## config.mk

```make
export PLATFORM = sky130hd
export DESIGN_NAME = tqps_cell
export DESIGN_NICKNAME = d
export VERILOG_FILES = /design/src/design/tqps_pkg.sv /design/src/design/tqps_cell.sv
export SDC_FILE = /design/constraint.sdc
export NUM_CORES = 1
export LEC_CHECK = 0
export BUFFER_PORTS_ARGS = -buffer_cell sky130_fd_sc_hd__buf_2
export CAP_MARGIN = 20
export CORE_AREA = 10 10 215 217
export CTS_CLUSTER_DIAMETER = 60
export DETAILED_ROUTE_END_ITERATION = 16
export DIE_AREA = 0 0 225 227
export GPL_ROUTABILITY_DRIVEN = 0
export SETUP_SLACK_MARGIN = 0.05
export SLEW_MARGIN = 15
export SYNTH_ARGS = -nofsm -noshare
export SYNTH_HDL_FRONTEND = slang
export SYNTH_SLANG_ARGS = --single-unit
```

## constraint.sdc

```tcl
create_clock -name i_clk -period 7.2 [get_ports i_clk]
set_input_delay 1.44 -clock i_clk [delete_from_list [all_inputs] [get_ports i_clk]]
set_output_delay 1.44 -clock i_clk [all_outputs]
set_load 0.01 [all_outputs]
```

## src/design/tqps_pkg.sv

```systemverilog
// ----------------------------------------------------------------------------
// tqps_pkg
// Types, codes and helpers shared by the task queue policy select block.
// ----------------------------------------------------------------------------
package tqps_pkg;

    localparam int Q_DEPTH  = 16;
    localparam int W_WEIGHT = 38;

    typedef enum logic [2:0] {
        POL_LIFO   = 3'd0,
        POL_FIFO   = 3'd1,
        POL_PRIO   = 3'd2,
        POL_MULTI  = 3'd3,
        POL_LEVEL  = 3'd4,
        POL_WEIGHT = 3'd5
    } t_policy;

    typedef enum logic [1:0] {
        ST_PUSHED = 2'd0,
        ST_POPPED = 2'd1,
        ST_NONE   = 2'd2,
        ST_FULL   = 2'd3
    } t_status;

    typedef enum logic [1:0] {
        CFG_POLICY = 2'd0,
        CFG_HIGH   = 2'd1,
        CFG_MID    = 2'd2
    } t_cfg_idx;

    typedef enum logic {
        CMD_PUSH = 1'b0,
        CMD_POP  = 1'b1
    } t_cmd;

    typedef enum logic [2:0] {
        S_IDLE,
        S_PMUL,
        S_PWR,
        S_SCAN,
        S_PICK
    } t_state;

    typedef struct packed {
        logic [15:0]         id;
        logic [7:0]          prio;
        logic [15:0]         count;
        logic [15:0]         conn;
        logic [15:0]         sub;
        logic [15:0]         proc_cnt;
        logic [31:0]         mem;
        logic [31:0]         disc;
        logic                res;
        logic [W_WEIGHT-1:0] weight;
    } t_entry;

    typedef struct packed {
        logic wr;
        logic shift;
    } t_cell_ctl;

    function automatic logic [1:0] level_of(input logic [7:0] prio,
                                            input logic [7:0] hi,
                                            input logic [7:0] mid);
        logic [1:0] lvl;
        if (prio >= hi) begin
            lvl = 2'd0;
        end else if (prio >= mid) begin
            lvl = 2'd1;
        end else begin
            lvl = 2'd2;
        end
        return lvl;
    endfunction

endpackage

```

## src/design/tqps_cell.sv

```systemverilog
// ----------------------------------------------------------------------------
// tqps_cell
// One slot of the task store: loads a pushed item or its right neighbour.
// ----------------------------------------------------------------------------
module tqps_cell (
    input  logic               i_clk,
    input  tqps_pkg::t_cell_ctl i_ctl,
    input  tqps_pkg::t_entry   i_push,
    input  tqps_pkg::t_entry   i_next,
    output tqps_pkg::t_entry   o_entry
);
    import tqps_pkg::*;

    t_entry r_entry;

    // take the tail write, else close the gap from the neighbour, else hold
    always_ff @(posedge i_clk) begin
        if (i_ctl.wr) begin
            r_entry <= i_push;
        end else if (i_ctl.shift) begin
            r_entry <= i_next;
        end
    end

    assign o_entry = r_entry;

endmodule

```

=== After elaboration in Yosys (flattened, before gate mapping) ===
Index checks and enable logic that the tools add are counted.

* Mux-type cells: 2
* Reduce and logical (&&, ||, !) cells: 1

{| class="wikitable"
|+ Operators by type and width
! cell !! number
|-
| $mux 191 || 2
|-
| $reduce_bool 2->1 || 1
|}

* Flip-flop bits (word level): 191
* Bits of input ports: 385
* Output and inout port bits: 191
* Logic and storage cells: 13

=== Longest topological paths before layout ===
* Word-level depth: 2
* Mapped depth: 3
* Depth with buffers taken out: 1

=== Least setup slack after synthesis ===
No wires, ideal clock.

* Path type: input to register
* From: in i_ctl[1] in the netlist's numbering
* To: reg r_entry (netlist bit o_entry[0]), enable pin
* Library setup time: 0.472 ns
* Arrival time: 4.047 ns
* Data required time: 6.728 ns
* Path slack: 2.681 ns
* Stages: 3
* Buffers on the path: 2
* Path through: buf_6 buf_6 or2_2

* Word-level cells in the longest chain between the ends: 1

{| class="wikitable"
|+ RTL lines
! what !! line !! RTL
|-
| start, declared || tqps_cell.sv:7 || <nowiki>input tqps_pkg::t_cell_ctl i_ctl,</nowiki>
|-
| $reduce_bool 2->1 (no line) || - ||
|-
| end signal, assigned || tqps_cell.sv:19 || <nowiki>r_entry <= i_push;</nowiki>
|-
| end signal, assigned || tqps_cell.sv:21 || <nowiki>r_entry <= i_next;</nowiki>
|-
| end, declared || tqps_cell.sv:14 || <nowiki>t_entry r_entry;</nowiki>
|}

No other way between the ends.
A chain may end at the register's enable or synchronous reset.

=== Worst setup path in the final report ===
* From: in i_ctl[1] in the netlist's numbering
* To: reg r_entry (netlist bit o_entry[130]), enable pin

Same word-level chain as after synthesis.

==> summary.md <==
| Metric | Value |
|---|---|
| Count of mapped cells out of synthesis | `404` |
| Result of the run | `finished, final reports clean` |
| Min-delay src | `i_push[14]` |
| Maximum Capacitance Violations | `0` |
| Max FFs per register | `191` |
| Number of standard cells in the layout, taps in and fillers out | `1534` |
| Post-placement cell count | `1500` |
| Commonest cells after routing, fill and taps aside | `buf_2 (574), mux2_2 (191), edfxtp_1 (191)` |
| Fraction of post-synthesis cell area in the top cell type by area | `70.61%` |
| Floorplan core area | `41760 um2` |
| WHS Path Cells | `2` |
| Initial standard-cell utilization of the core | `19.45%` |
| WL final | `31570 um` |
| Count of standard-cell rows | `75` |
| Tot GR Track Use | `11.83%` |
| Remaining max-slew budget at the tightest pin | `29.14%` |
| CP Class | `in -> reg` |
| CP arrival | `3.39 ns` |
| End of the worst hold path | `o_entry[14]$_DFFE_PP_` |
| Static leakage power | `5.240 nW` |
| Die area | `51080 um2` |
| CTS Hold Bufs | `0` |
| Type of the worst min-delay path | `in -> reg` |
| Worst-case vdd ir drop | `0.0001707 V` |
| Summed negative setup slack over all endpoints | `0 ns` |
| Number of max-slew violations in the final report | `0` |
| Ratio of cells with drive above 1 in the final layout | `80.52%` |
| Routed vias/inst | `3.778` |
| Number of nets in the finished design | `1365` |
| Global route overflow | `0` |
| Total clock sinks | `191` |
| Worst setup SP type | `input pin` |
| Clock root buffer | `clkbuf_16` |
| Post-Syn Nets | `789` |
| Transition time at the pin with the least slew margin | `1.063 ns` |
| Worst Setup End Kind | `flop` |
| # IOs | `576` |
| Part of the cycle the worst path needs | `45.85%` |
| Via count | `5795` |
| CTS resizes | `0` |
| Die span in y | `227 um` |
| Post-synthesis cell area | `8123 um2` |
| Placed standard-cell area | `11490 um2` |
| TritonCTS clock tree | `built` |
| Routed WL per cell | `20.58 um` |
| Synth area leaders | `edfxtp_1 (71%), mux2_2 (26%), buf_6 (2.8%)` |
| Biggest fanout along the worst timing path | `150` |
| Overall Power | `2.768 mW` |
| Buffer depth of the longest clock path | `2` |
| Number of hold-slack violations in the final timing report | `0` |
| Post-detailed-route count of antenna-violating nets | `0` |
| Average footprint of a synthesized cell | `20.11 um2` |
| Number of DRC violations after detailed-routing iteration 0 | `222` |
| Sequential element share of the synthesized area | `70.61%` |
| Final standard cell utilization of the core | `28.83%` |
| Total power divided by cell area | `229.9 nW/um2` |
| Syn. warnings | `0` |
| Clock slew at reported path FFs | `0.07 ns` |
| DRC Markers | `0` |
| TritonCTS Buffers | `17` |
| Most frequent standard cell in the layout excluding fill and tap cells | `buf_2` |
| First-pass DRT Iterations | `4` |
| Global-route wire length before repair | `43600 um` |
| Vias in the first global route | `6571` |
| Required time reported for the critical path endpoint | `7.28 ns` |
| Number of antenna violations at the first check in global routing | `9` |
| Number of setup buffers added after CTS | `0` |
| Largest net degree at the start of global routing | `151` |
| Post-Layout Inst Area | `12040 um2` |
| Unique cell type count in the Yosys netlist | `5` |
| H-tree levels | `4` |
| Unrepaired setup endpoints after global routing | `false` |
| Shortest clock period the worst path allows after layout | `3.301 ns` |
| Finish-stage setup viols | `0` |
| Number of storage elements in the synthesis netlist | `191` |
| Synth area leader | `edfxtp_1` |
| Area delta synth->final | `48.23%` |
| Detail Placement HPWL | `26110 um` |
| Fmax | `0.3029 GHz` |
| Count of port buffers added during placement | `575` |
| Die width | `225 um` |
-- cell families after synthesis --
logic type | after synthesis | synth area share (%)
flip-flops | 191 | 70.61
multiplexers | 191 | 26.48
AND/OR/NAND/NOR | 1 | 0.07707
buffers and inverters | 21 | 2.834
-- area by class of cell --
cell class / count / area (um2)
Clock buffer: 17 / 425.4
Timing Repair Buffer: 578 / 2922
Multi-Input combinational cell: 192 / 2160
Antenna cell: 4 / 10.01
Sequential cell: 191 / 5736
Tap cell: 539 / 674.4
Fill cell: 4314 / 29720
Clock inverter: 13 / 113.9
-- power breakdown --
group	internal, mW	leakage [nW]	switching [mW]
clock network	0.472	0.257	0.432
logic	0.228	3.04	0.238
registers	1.37	1.95	0.0315
total	2.07	5.24	0.702
-- Yosys cell counts, drive strengths merged --
cell	count
buf	21
edfxtp	191
or2	1
mux2	191
-- through the flow --
stage,hold slack [ns],setup slack [ns]
CTS,1.209,3.969
finish,1.266,3.899
global route,1.222,3.866
global placement,1.742,3.462
detailed placement,1.744,3.428
floorplan,1.660,2.681
-- how the worst max path moves through the flow --
| stage | from | to | slack [ns] |
|---|---|---|---|
| 5_1_grt | i_ctl[1] | o_entry[134]$_DFFE_PP_ | 3.87 |
| 2_1_floorplan | i_ctl[1] | o_entry[0]$_DFFE_PP_ | 2.68 |
| 4_1_cts | i_ctl[1] | o_entry[75]$_DFFE_PP_ | 3.97 |
| 3_5_place_dp | i_ctl[1] | o_entry[54]$_DFFE_PP_ | 3.43 |
| 3_3_place_gp | i_ctl[1] | o_entry[13]$_DFFE_PP_ | 3.46 |
| 6_report | i_ctl[1] | o_entry[130]$_DFFE_PP_ | 3.90 |
-- layer usage --
metal	track usage, %	routed length (um)
met1	10.72	10490
met4	3.992	599
met2	21.07	16100
met5	0	27
met3	7.631	4354
-- critical path, stage by stage --
cell and delay (ns):
clkbuf_8 0.42, or2_4 0.61, buf_12 0.50
No activity file was read; power rests on OpenSTA's default activity.
